<file path="src/sv/vic_pkg.sv">
// ----------------------------------------------------------------------------
// vic_pkg
// Types and constants shared by the interrupt controller modules.
// ----------------------------------------------------------------------------
package vic_pkg;

  localparam int unsigned NSRC = 64;
  localparam int unsigned NPW = 8;

  typedef enum logic [1:0] {
    OP_READ  = 2'd0,
    OP_WRITE = 2'd1,
    OP_LEVEL = 2'd2,
    OP_NONE  = 2'd3
  } op_t;

  // Register indexes.
  localparam logic [9:0] R_CTRL  = 10'd0;
  localparam logic [9:0] R_PMASK = 10'd1;
  localparam logic [9:0] R_ENSET = 10'd2;
  localparam logic [9:0] R_ENCLR = 10'd3;
  localparam logic [9:0] R_ENH   = 10'd4;
  localparam logic [9:0] R_ENL   = 10'd5;
  localparam logic [9:0] R_FTH   = 10'd6;
  localparam logic [9:0] R_FTL   = 10'd7;
  localparam logic [9:0] R_NVEC  = 10'd16;
  localparam logic [9:0] R_FVEC  = 10'd17;
  localparam logic [9:0] R_PNDH  = 10'd18;
  localparam logic [9:0] R_PNDL  = 10'd19;
  localparam logic [9:0] R_FRCH  = 10'd20;
  localparam logic [9:0] R_FRCL  = 10'd21;
  localparam logic [9:0] R_NPH   = 10'd22;
  localparam logic [9:0] R_NPL   = 10'd23;
  localparam logic [9:0] R_FPH   = 10'd24;
  localparam logic [9:0] R_FPL   = 10'd25;
  localparam logic [9:0] R_VER   = 10'd64;

  localparam logic [31:0] CTRL_WMASK = 32'h017C_0000;
  localparam logic [31:0] VER_VALUE  = 32'h0000_0004;
  localparam logic [4:0]  PM_NONE    = 5'h1f;

  typedef struct packed {
    op_t         op;
    logic [9:0]  reg_index;
    logic [31:0] write_data;
    logic [5:0]  source_num;
    logic        source_level;
  } item_t;

  typedef struct packed {
    logic [31:0] read_data;
    logic        irq_out;
    logic        fiq_out;
  } res_t;

endpackage

</file>
<file path="src/sv/vic_if.sv">
// ----------------------------------------------------------------------------
// vic_if
// Valid/ready channel carrying one payload per transaction.
// ----------------------------------------------------------------------------
interface vic_if #(parameter type T = logic) ();
  logic valid;
  logic ready;
  T     data;
  modport source (output valid, output data, input ready);
  modport sink   (input valid, input data, output ready);
endinterface

</file>
<file path="src/sv/vectored_interrupt_controller_top.sv">
// ----------------------------------------------------------------------------
// vectored_interrupt_controller_top
// Interrupt controller for 64 sources with a word-indexed register map.
// ----------------------------------------------------------------------------
// The in_ channel carries one transaction per bus read, bus write or source
// level change; the out_ channel returns one result per transaction with the
// read data and the normal and fast line levels after it.
// A two-entry queue takes transactions while the back end works. The back end
// scans the sources eight per cycle, over all 64 sources.
// A read or a level change is popped, scanned and then finished; a write is
// popped, executed and then scanned. A vector read that clears a pending bit
// needs a second scan after the finish. Transactions run one at a time, so the
// next one is popped only after the result is taken.
// Reset clears all masks and priorities and sets the priority mask to 0x1f.
// When the receiver stalls, the result is held on out_ and the queue fills,
// after which in_ready falls.
module vectored_interrupt_controller_top (
  input  logic clk,
  input  logic rst_n,
  vic_if.sink   in_ch,
  vic_if.source out_ch
);
  import vic_pkg::*;

  logic  q_valid, q_pop;
  item_t q_item;
  res_t  res;

  vic_front u_front (
    .clk, .rst_n,
    .in_valid (in_ch.valid),
    .in_ready (in_ch.ready),
    .in_item  (in_ch.data),
    .q_valid, .q_pop, .q_item
  );

  vic_back u_back (
    .clk, .rst_n,
    .q_valid, .q_pop, .q_item,
    .out_valid (out_ch.valid),
    .out_ready (out_ch.ready),
    .out_res   (res)
  );

  assign out_ch.data = res;

  // A pop only happens when the queue holds a transaction.
  a_pop: assert property (@(posedge clk) disable iff (!rst_n) q_pop |-> q_valid)
    else $error("pop from empty queue");
  // A popped transaction yields no result in the next cycle.
  a_lat: assert property (@(posedge clk) disable iff (!rst_n) q_pop |=> !out_ch.valid)
    else $error("result too early");
endmodule

</file>
<file path="src/sv/vic_front.sv">
// ----------------------------------------------------------------------------
// vic_front
// Two-entry queue that accepts transactions and hands them to the back end.
// ----------------------------------------------------------------------------
module vic_front (
  input  logic          clk,
  input  logic          rst_n,
  input  logic          in_valid,
  output logic          in_ready,
  input  vic_pkg::item_t in_item,
  output logic          q_valid,
  input  logic          q_pop,
  output vic_pkg::item_t q_item
);
  import vic_pkg::*;

  item_t mem_r [2];
  logic       wp_r, rp_r;
  logic [1:0] cnt_r;
  logic       push;

  assign in_ready = (cnt_r != 2'd2);
  assign push     = in_valid && in_ready;
  assign q_valid  = (cnt_r != 2'd0);
  assign q_item   = mem_r[rp_r];

  // Queue storage and pointers.
  always_ff @(posedge clk) begin
    if (push) begin
      mem_r[wp_r] <= in_item;
    end
    if (!rst_n) begin
      wp_r  <= 1'b0;
      rp_r  <= 1'b0;
      cnt_r <= 2'd0;
    end else begin
      if (push) wp_r <= ~wp_r;
      if (q_pop) rp_r <= ~rp_r;
      cnt_r <= cnt_r + {1'b0, push} - {1'b0, q_pop};
    end
  end
endmodule

</file>
<file path="src/sv/vic_back.sv">
// ----------------------------------------------------------------------------
// vic_back
// Holds the controller state, executes transactions and scans the sources
// eight per cycle for the vectors and the normal and fast lines.
// ----------------------------------------------------------------------------
module vic_back (
  input  logic           clk,
  input  logic           rst_n,
  input  logic           q_valid,
  output logic           q_pop,
  input  vic_pkg::item_t q_item,
  output logic           out_valid,
  input  logic           out_ready,
  output vic_pkg::res_t  out_res
);
  import vic_pkg::*;

  typedef enum logic [1:0] {S_IDLE, S_SCAN, S_FIN, S_OUT} state_t;

  state_t      state_r;
  logic [63:0] pend_r, en_r, ft_r;
  logic [31:0] ctrl_r;
  logic [4:0]  pml_r;
  logic [31:0] pw_r [NPW];
  item_t       it_r;
  logic [2:0]  grp_r;
  // Scan results: best normal source, lowest fast source, line hit.
  logic        nf_r, ff_r, hit_r;
  logic [5:0]  nbest_r, fbest_r;
  logic [3:0]  nprio_r;
  res_t        res_r;

  logic [63:0] nrm, fst;
  logic [31:0] rd;
  logic [7:0]  gn, gf;
  logic [31:0] gw;
  logic        c_nf, c_ff, c_hit;
  logic [5:0]  c_nb, c_fb;
  logic [3:0]  c_np;

  assign nrm = pend_r & en_r & ~ft_r;
  assign fst = pend_r & en_r & ft_r;
  assign gn  = nrm[{grp_r, 3'b000} +: 8];
  assign gf  = fst[{grp_r, 3'b000} +: 8];
  assign gw  = pw_r[grp_r];

  // One scan step over a group of eight sources, upward in number.
  always_comb begin
    c_nf  = nf_r;
    c_ff  = ff_r;
    c_hit = hit_r;
    c_nb  = nbest_r;
    c_fb  = fbest_r;
    c_np  = nprio_r;
    for (int k = 0; k < 8; k++) begin
      if (gn[k]) begin
        if (!c_nf || gw[4*k +: 4] >= c_np) begin
          c_nf = 1'b1;
          c_np = gw[4*k +: 4];
          c_nb = {grp_r, 3'(k)};
        end
        if ({1'b0, gw[4*k +: 4]} > pml_r) c_hit = 1'b1;
      end
      if (gf[k] && !c_ff) begin
        c_ff = 1'b1;
        c_fb = {grp_r, 3'(k)};
      end
    end
  end

  // Read data for the current transaction.
  always_comb begin
    rd = 32'd0;
    unique case (it_r.reg_index)
      R_CTRL:  rd = ctrl_r;
      R_PMASK: rd = {27'd0, pml_r};
      R_ENH:   rd = en_r[63:32];
      R_ENL:   rd = en_r[31:0];
      R_FTH:   rd = ft_r[63:32];
      R_FTL:   rd = ft_r[31:0];
      R_NVEC:  rd = nf_r ? {10'd0, nbest_r, 12'd0, nprio_r} : '1;
      R_FVEC:  rd = ff_r ? {26'd0, fbest_r} : '1;
      R_PNDH:  rd = pend_r[63:32];
      R_PNDL:  rd = pend_r[31:0];
      R_NPH:   rd = nrm[63:32];
      R_NPL:   rd = nrm[31:0];
      R_FPH:   rd = fst[63:32];
      R_FPL:   rd = fst[31:0];
      R_VER:   rd = VER_VALUE;
      default: begin
        if (it_r.reg_index[9:3] == 7'd1) rd = pw_r[3'(~it_r.reg_index[2:0])];
      end
    endcase
  end

  assign q_pop     = (state_r == S_IDLE) && q_valid;
  assign out_valid = (state_r == S_OUT);
  assign out_res   = res_r;

  // Sequencer: execute writes, scan to find vectors and lines, then deliver.
  always_ff @(posedge clk) begin
    if (!rst_n) begin
      state_r <= S_IDLE;
      pend_r  <= '0;
      en_r    <= '0;
      ft_r    <= '0;
      ctrl_r  <= '0;
      pml_r   <= PM_NONE;
      for (int i = 0; i < NPW; i++) pw_r[i] <= '0;
      grp_r   <= '0;
    end else begin
      unique case (state_r)
        S_IDLE: begin
          if (q_valid) begin
            it_r    <= q_item;
            // A level change is applied before the scan.
            if (q_item.op == OP_LEVEL) pend_r[q_item.source_num] <= q_item.source_level;
            grp_r   <= '0;
            nf_r    <= 1'b0;
            ff_r    <= 1'b0;
            hit_r   <= 1'b0;
            nbest_r <= '0;
            fbest_r <= '0;
            nprio_r <= '0;
            state_r <= (q_item.op == OP_WRITE) ? S_FIN : S_SCAN;
          end
        end
        S_SCAN: begin
          nf_r    <= c_nf;
          ff_r    <= c_ff;
          hit_r   <= c_hit;
          nbest_r <= c_nb;
          fbest_r <= c_fb;
          nprio_r <= c_np;
          grp_r   <= grp_r + 3'd1;
          if (grp_r == 3'd7) begin
            state_r <= S_FIN;
            if (it_r.op == OP_WRITE) begin
              // Post-write scan done: lines are final, read data already set.
              res_r.irq_out <= c_nf && (pml_r == PM_NONE || c_hit);
              res_r.fiq_out <= c_ff;
              state_r <= S_OUT;
            end
          end
        end
        S_FIN: begin
          if (it_r.op == OP_WRITE) begin
            unique case (it_r.reg_index)
              R_CTRL:  ctrl_r <= it_r.write_data & CTRL_WMASK;
              R_PMASK: pml_r <= it_r.write_data[4:0];
              R_ENSET: en_r[it_r.write_data[5:0]] <= 1'b1;
              R_ENCLR: en_r[it_r.write_data[5:0]] <= 1'b0;
              R_ENH:   en_r[63:32] <= it_r.write_data;
              R_ENL:   en_r[31:0] <= it_r.write_data;
              R_FTH:   ft_r[63:32] <= it_r.write_data;
              R_FTL:   ft_r[31:0] <= it_r.write_data;
              R_FRCH:  pend_r[63:32] <= it_r.write_data;
              R_FRCL:  pend_r[31:0] <= it_r.write_data;
              default: begin
                if (it_r.reg_index[9:3] == 7'd1)
                  pw_r[3'(~it_r.reg_index[2:0])] <= it_r.write_data;
              end
            endcase
            res_r.read_data <= 32'd0;
            grp_r   <= '0;
            nf_r    <= 1'b0;
            ff_r    <= 1'b0;
            hit_r   <= 1'b0;
            nprio_r <= '0;
            state_r <= S_SCAN;
          end else if (it_r.op == OP_READ &&
                       ((it_r.reg_index == R_NVEC && nf_r) ||
                        (it_r.reg_index == R_FVEC && ff_r))) begin
            // Vector read clears the chosen pending bit, then rescans lines.
            pend_r[(it_r.reg_index == R_NVEC) ? nbest_r : fbest_r] <= 1'b0;
            res_r.read_data <= rd;
            it_r.op  <= OP_WRITE;
            it_r.reg_index <= R_NVEC;
            grp_r   <= '0;
            nf_r    <= 1'b0;
            ff_r    <= 1'b0;
            hit_r   <= 1'b0;
            nprio_r <= '0;
            state_r <= S_SCAN;
          end else begin
            res_r   <= '{read_data: (it_r.op == OP_READ) ? rd : 32'd0,
                         irq_out: nf_r && (pml_r == PM_NONE || hit_r),
                         fiq_out: ff_r};
            state_r <= S_OUT;
          end
        end
        S_OUT: begin
          if (out_ready) state_r <= S_IDLE;
        end
        default: state_r <= S_IDLE;
      endcase
    end
  end
endmodule
</file>
<file path="src/flat_wrapper.sv">
// flat-port wrapper written by rule: the top's interface ports become plain ports
module vectored_interrupt_controller_top_flat import vic_pkg::*;
  (clk, rst_n, in_ch_valid, in_ch_data, in_ch_ready, out_ch_valid, out_ch_data, out_ch_ready);
  vic_if in_ch_i ();
  vic_if out_ch_i ();
  input  logic clk;
  input  logic rst_n;
  input wire logic [$bits(in_ch_i.valid)-1:0] in_ch_valid;
  input wire logic [$bits(in_ch_i.data)-1:0] in_ch_data;
  output wire logic [$bits(in_ch_i.ready)-1:0] in_ch_ready;
  output wire logic [$bits(out_ch_i.valid)-1:0] out_ch_valid;
  output wire logic [$bits(out_ch_i.data)-1:0] out_ch_data;
  input wire logic [$bits(out_ch_i.ready)-1:0] out_ch_ready;
  assign in_ch_i.valid = in_ch_valid;
  assign in_ch_i.data = in_ch_data;
  assign in_ch_ready = in_ch_i.ready;
  assign out_ch_valid = out_ch_i.valid;
  assign out_ch_data = out_ch_i.data;
  assign out_ch_i.ready = out_ch_ready;
  vectored_interrupt_controller_top u_core (.clk(clk), .rst_n(rst_n), .in_ch(in_ch_i), .out_ch(out_ch_i));
endmodule
</file>
<file path="config.mk">
export PLATFORM = sky130hd
export DESIGN_NAME = vectored_interrupt_controller_top_flat
export DESIGN_NICKNAME = d
export VERILOG_FILES = /design/src/sv/vic_pkg.sv /design/src/sv/vic_if.sv /design/src/sv/vectored_interrupt_controller_top.sv /design/src/sv/vic_front.sv /design/src/sv/vic_back.sv /design/src/flat_wrapper.sv
export SDC_FILE = /design/constraint.sdc
export NUM_CORES = 1
export LEC_CHECK = 0
export ABC_AREA = 1
export ABC_CLOCK_PERIOD_IN_PS = 3500
export BUFFER_PORTS_ARGS = -buffer_cell sky130_fd_sc_hd__buf_2
export CAP_MARGIN = 30
export CORE_AREA = 2 2 39 41
export DETAILED_ROUTE_END_ITERATION = 8
export DIE_AREA = 0 0 41 43
export PLACE_DENSITY = 0.57
export SETUP_SLACK_MARGIN = 0.3
export SLEW_MARGIN = 10
export SYNTH_ARGS = -nofsm -noshare
export SYNTH_HDL_FRONTEND = slang
export SYNTH_SLANG_ARGS = --single-unit
</file>
<file path="constraint.sdc">
create_clock -name clk -period 3.5 [get_ports clk]
set_clock_uncertainty 0.05 [all_clocks]
set_input_delay 0.35 -clock clk [delete_from_list [all_inputs] [get_ports clk]]
set_output_delay 0.35 -clock clk [all_outputs]
set_load 0.05 [all_outputs]
</file>
==> run summary, run 1 <==
result of the run: finished, final reports clean
Combinational Power Share: 46.2%
wire length per cell after detailed routing: 8.84 um
Worst-path clk slew: 0.06 ns
CTS resizes: 0
crit path kind: flip-flop to flip-flop
count of maximum capacitance violations: 0
violation count after the first detailed-routing iteration: 8
leading area contributor after synthesis: sky130_fd_sc_hd__dfxtp_1
first element of the critical path: u_core.u_front.cnt_r[1]$_SDFF_PN0_
IO buf count: 5
via count normalized by instance count: 4.21
share of total power consumed by net switching: 45.3%
Clock Latency Late Sink: 0.26 ns
number of setup violations in the final report: 0
placed cell areas: 500 sq um
Clock power frac: 18.2%
number of ports placed on the die boundary: 8
final wirelength: 787 um
cell area after technology mapping: 463 sq um
Initial Util: 33.5%
Final Wtd Congestion: 0.716
post-layout min period: 1.58 ns
setup TNS: 0 ns
Min-Delay Path Class: input port to flip-flop
placed wire-length estimate after detailed placement: 581 um
fin. max-slew vios: 0
drt first pass iters: 2
sum of overflow across all layers after global routing: 0
number of global-route vias before repair: 375
smallest hold slack: 0.294 ns
flops & latches, synth: 8
horizontal extent of the die: 41 um
number of distinct library cells after synthesis: 21
global-route usage over all layers: 11.7%
static leakage: 0.275 nW
antenna violations before repair: 0
Syn. warnings: 0
number of clock buffers inserted by TritonCTS: 3
number of nets produced by synthesis: 74
Post-Place Worst Slack: 1.95 ns
Internal Pwr Total: 0.239 mW
sequential cell fraction of total power: 35.6%
remaining routing DRC violations: 0
Max VDD drop: 0.262 mV
power density over the cells: 829 mW/mm^2
data arrival time at the worst-slack endpoint: 1.69 ns
via count: 375
Post-Syn Instances: 65
CTS hold repair buffers: 0
R2R setup slack: 1.92 ns
finished layout cell area: 527 sq um
area grow syn2layout: 13.8%
required time at the endpoint of the critical path: 3.61 ns
core area: 0.00138 sq mm
area of the die: 0.00176 sq mm
vertical extent of the die: 43 um
largest net degree at the start of global routing: 9
Fmax achieved: 0.633 GHz
global-route wire length before repair: 1.40 mm
startpoint of the worst hold path: rst_n
Critical Path Sink Type: flip-flop
diodes inserted: 0
number of antenna-violating nets in the routed design: 0
leading cell types by total area after synthesis: sky130_fd_sc_hd__dfxtp_1 30%, sky130_fd_sc_hd__nand2_1 13%, sky130_fd_sc_hd__ha_1 11%, sky130_fd_sc_hd__inv_1 8.1%, sky130_fd_sc_hd__edfxtp_1 6.5%
launching element type of the critical path: flip-flop
largest fanout of any net on the critical path: 4
Seq/Total Area, Yosys: 36.8%
TritonCTS clock tree: yes
# Post-CTS Setup Buffers: 0
Power Total: 0.437 mW
total number of nets in the final design: 83
H-tree depth reported by CTS: 1
post-synthesis area per instance: 7.12 sq um
Clock Tree Root: sky130_fd_sc_hd__clkbuf_4
Final Worst Setup Slack: 1.92 ns
share of post-route cells with drive strength above 1: 23.3%
unrepaired setup endpoints after global routing: false
Worst R2R Start: u_core.u_front.cnt_r[1]$_SDFF_PN0_
fraction of synthesized cell area taken by the top area cell type: 30.3%
Std-Cell Rows: 14
sw power: 0.198 mW
clock buffer depth: 2
ratio of final minimum period to clock period: 45.2%
Num Clock Sinks: 8
Fin. Hold Viols: 0
## layer usage
| metal | wire [um] | global-route usage [%] | vias to the layer above |
|---|---|---|---|
| li1 | - | - | 211 |
| met3 | 17 | 3.14 | 0 |
| met4 | 0 | 8.00 | 0 |
| met1 | 395 | 14.4 | 160 |
| met5 | 0 | 0 | - |
| met2 | 374 | 16.9 | 4 |
## cells by family after synthesis
kind of cell | Yosys count | synth area share [%]
AOI/OAI and AO/OA | 6 | 7.30
xor gates and xnor gates | 1 | 1.89
adders and majority gates | 4 | 10.8
buffers and inverters | 14 | 12.2
DFF | 8 | 36.8
other | 1 | 0.810
and+or+nand+nor | 31 | 30.3
## per-stage QoR
step	util, %	std cells
floorplan	-	65
global placement	36.2	85
detailed placement	36.2	85
CTS	38.1	89
global route	38.1	89
finish	38.1	89
## synthesized netlist by cell type
master / number
sky130_fd_sc_hd__ha_1: 4
sky130_fd_sc_hd__a21oi_2: 1
sky130_fd_sc_hd__o21ai_0: 2
sky130_fd_sc_hd__a21oi_1: 2
sky130_fd_sc_hd__conb_1: 1
sky130_fd_sc_hd__nand3_2: 1
sky130_fd_sc_hd__nand3_1: 1
sky130_fd_sc_hd__buf_4: 1
sky130_fd_sc_hd__nor4_1: 1
sky130_fd_sc_hd__nor2_2: 4
sky130_fd_sc_hd__nand2_2: 1
sky130_fd_sc_hd__nand2_1: 16
sky130_fd_sc_hd__clkinv_1: 1
sky130_fd_sc_hd__dfxtp_1: 7
sky130_fd_sc_hd__o21ai_1: 1
sky130_fd_sc_hd__nor2_1: 6
sky130_fd_sc_hd__nor3_1: 1
sky130_fd_sc_hd__inv_2: 2
sky130_fd_sc_hd__xor2_1: 1
sky130_fd_sc_hd__inv_1: 10
sky130_fd_sc_hd__edfxtp_1: 1
## layout by cell type, fill, tap and decap left out, types with 2 or more instances in the layout
cell type | Yosys | final
sky130_fd_sc_hd__inv_1 | 10 | 10
sky130_fd_sc_hd__ha_1 | 4 | 4
sky130_fd_sc_hd__nand2_1 | 16 | 16
sky130_fd_sc_hd__nor2_1 | 6 | 6
sky130_fd_sc_hd__o21ai_0 | 2 | 2
sky130_fd_sc_hd__clkbuf_4 | 0 | 3
sky130_fd_sc_hd__dfxtp_1 | 7 | 7
sky130_fd_sc_hd__nor2_2 | 4 | 4
sky130_fd_sc_hd__a21oi_1 | 2 | 2
sky130_fd_sc_hd__buf_2 | 0 | 5
sky130_fd_sc_hd__inv_2 | 2 | 2
## critical path: stages, from the launching register on
cell and delay [ns]:
sky130_fd_sc_hd__dfxtp_1 0.34, sky130_fd_sc_hd__nor2_2 0.17, sky130_fd_sc_hd__nor3_1 0.07, sky130_fd_sc_hd__ha_1 0.29, sky130_fd_sc_hd__inv_1 0.06, sky130_fd_sc_hd__ha_1 0.16, sky130_fd_sc_hd__xor2_1 0.19, sky130_fd_sc_hd__nand2_1 0.07
sky130_fd_sc_hd__nand2_1 0.06, sky130_fd_sc_hd__nor2_1 0.03
## state kept, by name, summed over array words and instances, names as in the netlist
signal                 count
u_core.u_back.grp_r        3
u_core.u_back.state_r      2
u_core.u_front.cnt_r       2
u_core.u_back.it_r         1
## cell type report
type / count / area, sq um
Tap cell: 16 / 20.0
Clock buffer: 4 / 26.3
Inverter: 13 / 48.8
Sequential cell: 8 / 170
Fill cell: 151 / 857
Multi-Input combinational cell: 43 / 236
Timing Repair Buffer: 5 / 25.0
## power groups by stage
stage          sequential, mW  clock, mW  combinational [mW]
6_report                0.155     0.0797               0.202
3_5_place_dp            0.157          0               0.201
3_3_place_gp            0.156          0               0.199
5_1_grt                 0.160     0.0889               0.237
4_1_cts                 0.155     0.0832               0.204
2_1_floorplan           0.149          0               0.172
## path summary, 6_finish.rpt
kind                                         end  cells past startpoint
max           u_core.u_front.cnt_r[1]$_SDFF_PN0_                      9
min reg2reg  u_core.u_back.grp_r[1]$_SDFFE_PN0P_                      2
max reg2reg   u_core.u_front.cnt_r[1]$_SDFF_PN0_                      9
min           u_core.u_front.cnt_r[0]$_SDFF_PN0_                      3
(Power assumes the default switching activity.)
==> run 2: changes to the inputs <==
- ABC_CLOCK_PERIOD_IN_PS: 3500 -> 1600
- clock period: 3.5 -> 1.6 ns (I/O delays scaled with it)
==> run 2 against run 1 <==
  * Sequential share of layout area is 5.0 points lower
  * Setup slack got worse by 1.8 ns
  * First-iteration DRC count down 13%
  * Critical path depth unchanged
  * Power grew to 2.8 times the previous value
  * Clock power is 100% higher
  * Die area stayed put
==> run summary, run 2 (synthesis gave the netlist of run 1 again) <==
largest net degree at the start of global routing: 8 (was 9)
share of post-route cells with drive strength above 1: 44.2% (was 23.3%)
antenna violations before repair: 0 (unchanged)
largest fanout of any net on the critical path: 3 (was 4)
Fmax achieved: 0.687 GHz (was 0.633 GHz)
number of clock buffers inserted by TritonCTS: 3 (unchanged)
Min-Delay Path Class: input port to flip-flop (unchanged)
number of non-filler instances in the completed layout: 93 (was 89)
via count normalized by instance count: 4.31 (was 4.21)
final wirelength: 819 um (was 787 um)
remaining routing DRC violations: 0 (unchanged)
Worst R2R Start: u_core.u_front.cnt_r[1]$_SDFF_PN0_ (unchanged)
area of the die: 0.00176 sq mm (unchanged)
IO buf count: 5 (unchanged)
vertical extent of the die: 43 um (unchanged)
violation count after the first detailed-routing iteration: 7 (was 8)
Largest register FFs: 3 (unchanged)
fin. max-slew vios: 0 (unchanged)
total number of nets in the final design: 87 (was 83)
launching element type of the critical path: flip-flop (unchanged)
diodes inserted: 0 (unchanged)
Num Clock Sinks: 8 (unchanged)
area grow syn2layout: 42.7% (was 13.8%)
number of global-route vias before repair: 353 (was 375)
Fin. Hold Viols: 0 (unchanged)
number of ports placed on the die boundary: 8 (unchanged)
wire length per cell after detailed routing: 8.81 um (was 8.84 um)
crit path kind: flip-flop to flip-flop (unchanged)
Largest regs: u_core.u_back.grp_r (3), u_core.u_back.state_r (2), u_core.u_front.cnt_r (2) (unchanged)
via count: 401 (was 375)
H-tree depth reported by CTS: 1 (unchanged)
endpoint of the worst register-to-register path: u_core.u_front.cnt_r[1]$_SDFF_PN0_ (unchanged)
filler cell count: 149 (was 151)
leading cell type in the layout, fill and taps excluded: sky130_fd_sc_hd__nand2_1 (unchanged)
drt first pass iters: 3 (was 2)
top register by number of flip-flops: u_core.u_back.grp_r (unchanged)
most used cells in the layout excluding fill and tap cells: 13 x sky130_fd_sc_hd__nand2_1, 8 x sky130_fd_sc_hd__inv_1, 6 x sky130_fd_sc_hd__nor2_1 (was 16 x sky130_fd_sc_hd__nand2_1, 10 x sky130_fd_sc_hd__inv_1, 7 x sky130_fd_sc_hd__dfxtp_1)
Max VDD drop: 0.749 mV (was 0.262 mV)
Initial Util: 33.5% (unchanged)
global-route usage over all layers: 11.7% (about the same)
Hold Path Depth: 3 (unchanged)
Power Total: 1.22 mW (was 0.437 mW)
number of cells in the design after placement: 87 (was 85)
Hold Path Sink: u_core.u_front.cnt_r[1]$_SDFF_PN0_ (was u_core.u_front.cnt_r[0]$_SDFF_PN0_)
depth of the worst register-to-register path: 9 (unchanged)
setup TNS: 0 ns (unchanged)
Std-Cell Rows: 14 (unchanged)
startpoint of the worst hold path: rst_n (unchanged)
unrepaired setup endpoints after global routing: true (was false)
number of setup violations in the final report: 0 (unchanged)
ratio of final minimum period to clock period: 91.0% (was 45.2%)
static leakage: 0.307 nW (was 0.275 nW)
Final Wtd Congestion: 0.731 (was 0.716)
sum of overflow across all layers after global routing: 0 (unchanged)
clock buffer depth: 2 (unchanged)
global-route wire length before repair: 1.36 mm (was 1.40 mm)
core area: 0.00138 sq mm (unchanged)
horizontal extent of the die: 41 um (unchanged)
result of the run: finished, final reports clean (unchanged)
required time at the endpoint of the critical path: 1.70 ns (was 3.61 ns)
Worst-path clk slew: 0.06 ns (about the same)
post-layout min period: 1.46 ns (was 1.58 ns)
data arrival time at the worst-slack endpoint: 1.56 ns (was 1.69 ns)
final standard cell utilization of the core: 47.7% (was 38.1%)
Clock Latency Late Sink: 0.25 ns (was 0.26 ns)
TritonCTS clock tree: yes (unchanged)
Critical Path Sink Type: flip-flop (unchanged)
R2R setup slack: 0.14 ns (was 1.92 ns)
number of antenna-violating nets in the routed design: 0 (unchanged)
Clock Tree Root: sky130_fd_sc_hd__clkbuf_4 (unchanged)
power density over the cells: 1850 mW/mm^2 (was 829 mW/mm^2)
count of maximum capacitance violations: 0 (unchanged)
placed wire-length estimate after detailed placement: 650 um (was 581 um)
[run 2: changes by cell type in the layout (fill, tap and decap cells not counted), sizes merged]
cell / previous run / this run
buf: 5 / 9
[run 2: worst max-delay path by stage]
| stage | slack [ns] | startpoint | cells after the start | to |
|---|---|---|---|---|
| after detailed placement | 0.04 | u_core.u_front.cnt_r[1]$_SDFF_PN0_ | 9 | u_core.u_front.cnt_r[1]$_SDFF_PN0_ |
| final | 0.14 | u_core.u_front.cnt_r[1]$_SDFF_PN0_ | 9 | u_core.u_front.cnt_r[1]$_SDFF_PN0_ |
| after global placement | 0.07 | u_core.u_front.cnt_r[1]$_SDFF_PN0_ | 9 | u_core.u_front.cnt_r[1]$_SDFF_PN0_ |
| after global routing | 0.08 | u_core.u_front.cnt_r[1]$_SDFF_PN0_ | 9 | u_core.u_front.cnt_r[1]$_SDFF_PN0_ |
| after floorplan | 0.10 | u_core.u_front.cnt_r[0]$_SDFF_PN0_ | 10 | u_core.u_front.cnt_r[1]$_SDFF_PN0_ |
| after CTS | 0.12 | u_core.u_front.cnt_r[1]$_SDFF_PN0_ | 9 | u_core.u_front.cnt_r[1]$_SDFF_PN0_ |
[run 2: power by group]
part           leakage [nW]  internal (mW)  switching (mW)
combinational         0.223          0.308           0.392
sequential           0.0688          0.284          0.0734
clock                0.0150         0.0952          0.0667
[run 2: per-layer routing]
layer | vias to the layer above | routed length [um] | track usage [%]
li1 | 218 | - | -
met1 | 180 | 371 | 13.5
met2 | 3 | 418 | 17.8
met3 | 0 | 29 | 7.85
met4 | 0 | 0 | 2.00
met5 | - | 0 | 0
[run 2: layout make-up]
| type | count | area, sq um | share of cell area [%] |
|---|---|---|---|
| Tap cell | 16 | 20.0 | 3.03 |
| Sequential cell | 8 | 180 | 27.3 |
| Timing Repair Buffer | 9 | 68.8 | 10.4 |
| Multi-Input combinational cell | 43 | 312 | 47.2 |
| Clock buffer | 4 | 26.3 | 3.98 |
| Inverter | 13 | 53.8 | 8.14 |
[run 2: what timing repair did]
item	in CTS	in global routing
resized for setup	5	5
setup buffers	2	0
setup endpoints to repair	3	3
hold buffers	0	0
pin swaps	2	0
[run 2: metrics by stage]
step | hold WS, ns | area, sq um | setup slack (ns)
2_1_floorplan | 0.207 | 532 | 0.101
3_3_place_gp | 0.371 | 584 | 0.0718
3_5_place_dp | 0.375 | 584 | 0.0423
4_1_cts | 0.0953 | 647 | 0.122
5_1_grt | 0.0983 | 661 | 0.0841
6_report | 0.112 | 661 | 0.144
[run 2: critical path: stages, from the launching register on]
cell and delay (ns):
sky130_fd_sc_hd__dfxtp_4 0.39, sky130_fd_sc_hd__nor2_4 0.05, sky130_fd_sc_hd__nor3_4 0.14, sky130_fd_sc_hd__ha_4 0.23, sky130_fd_sc_hd__inv_4 0.05, sky130_fd_sc_hd__ha_4 0.13
sky130_fd_sc_hd__xor2_2 0.16, sky130_fd_sc_hd__nand2_1 0.07, sky130_fd_sc_hd__nand2_1 0.06, sky130_fd_sc_hd__nor2_1 0.03
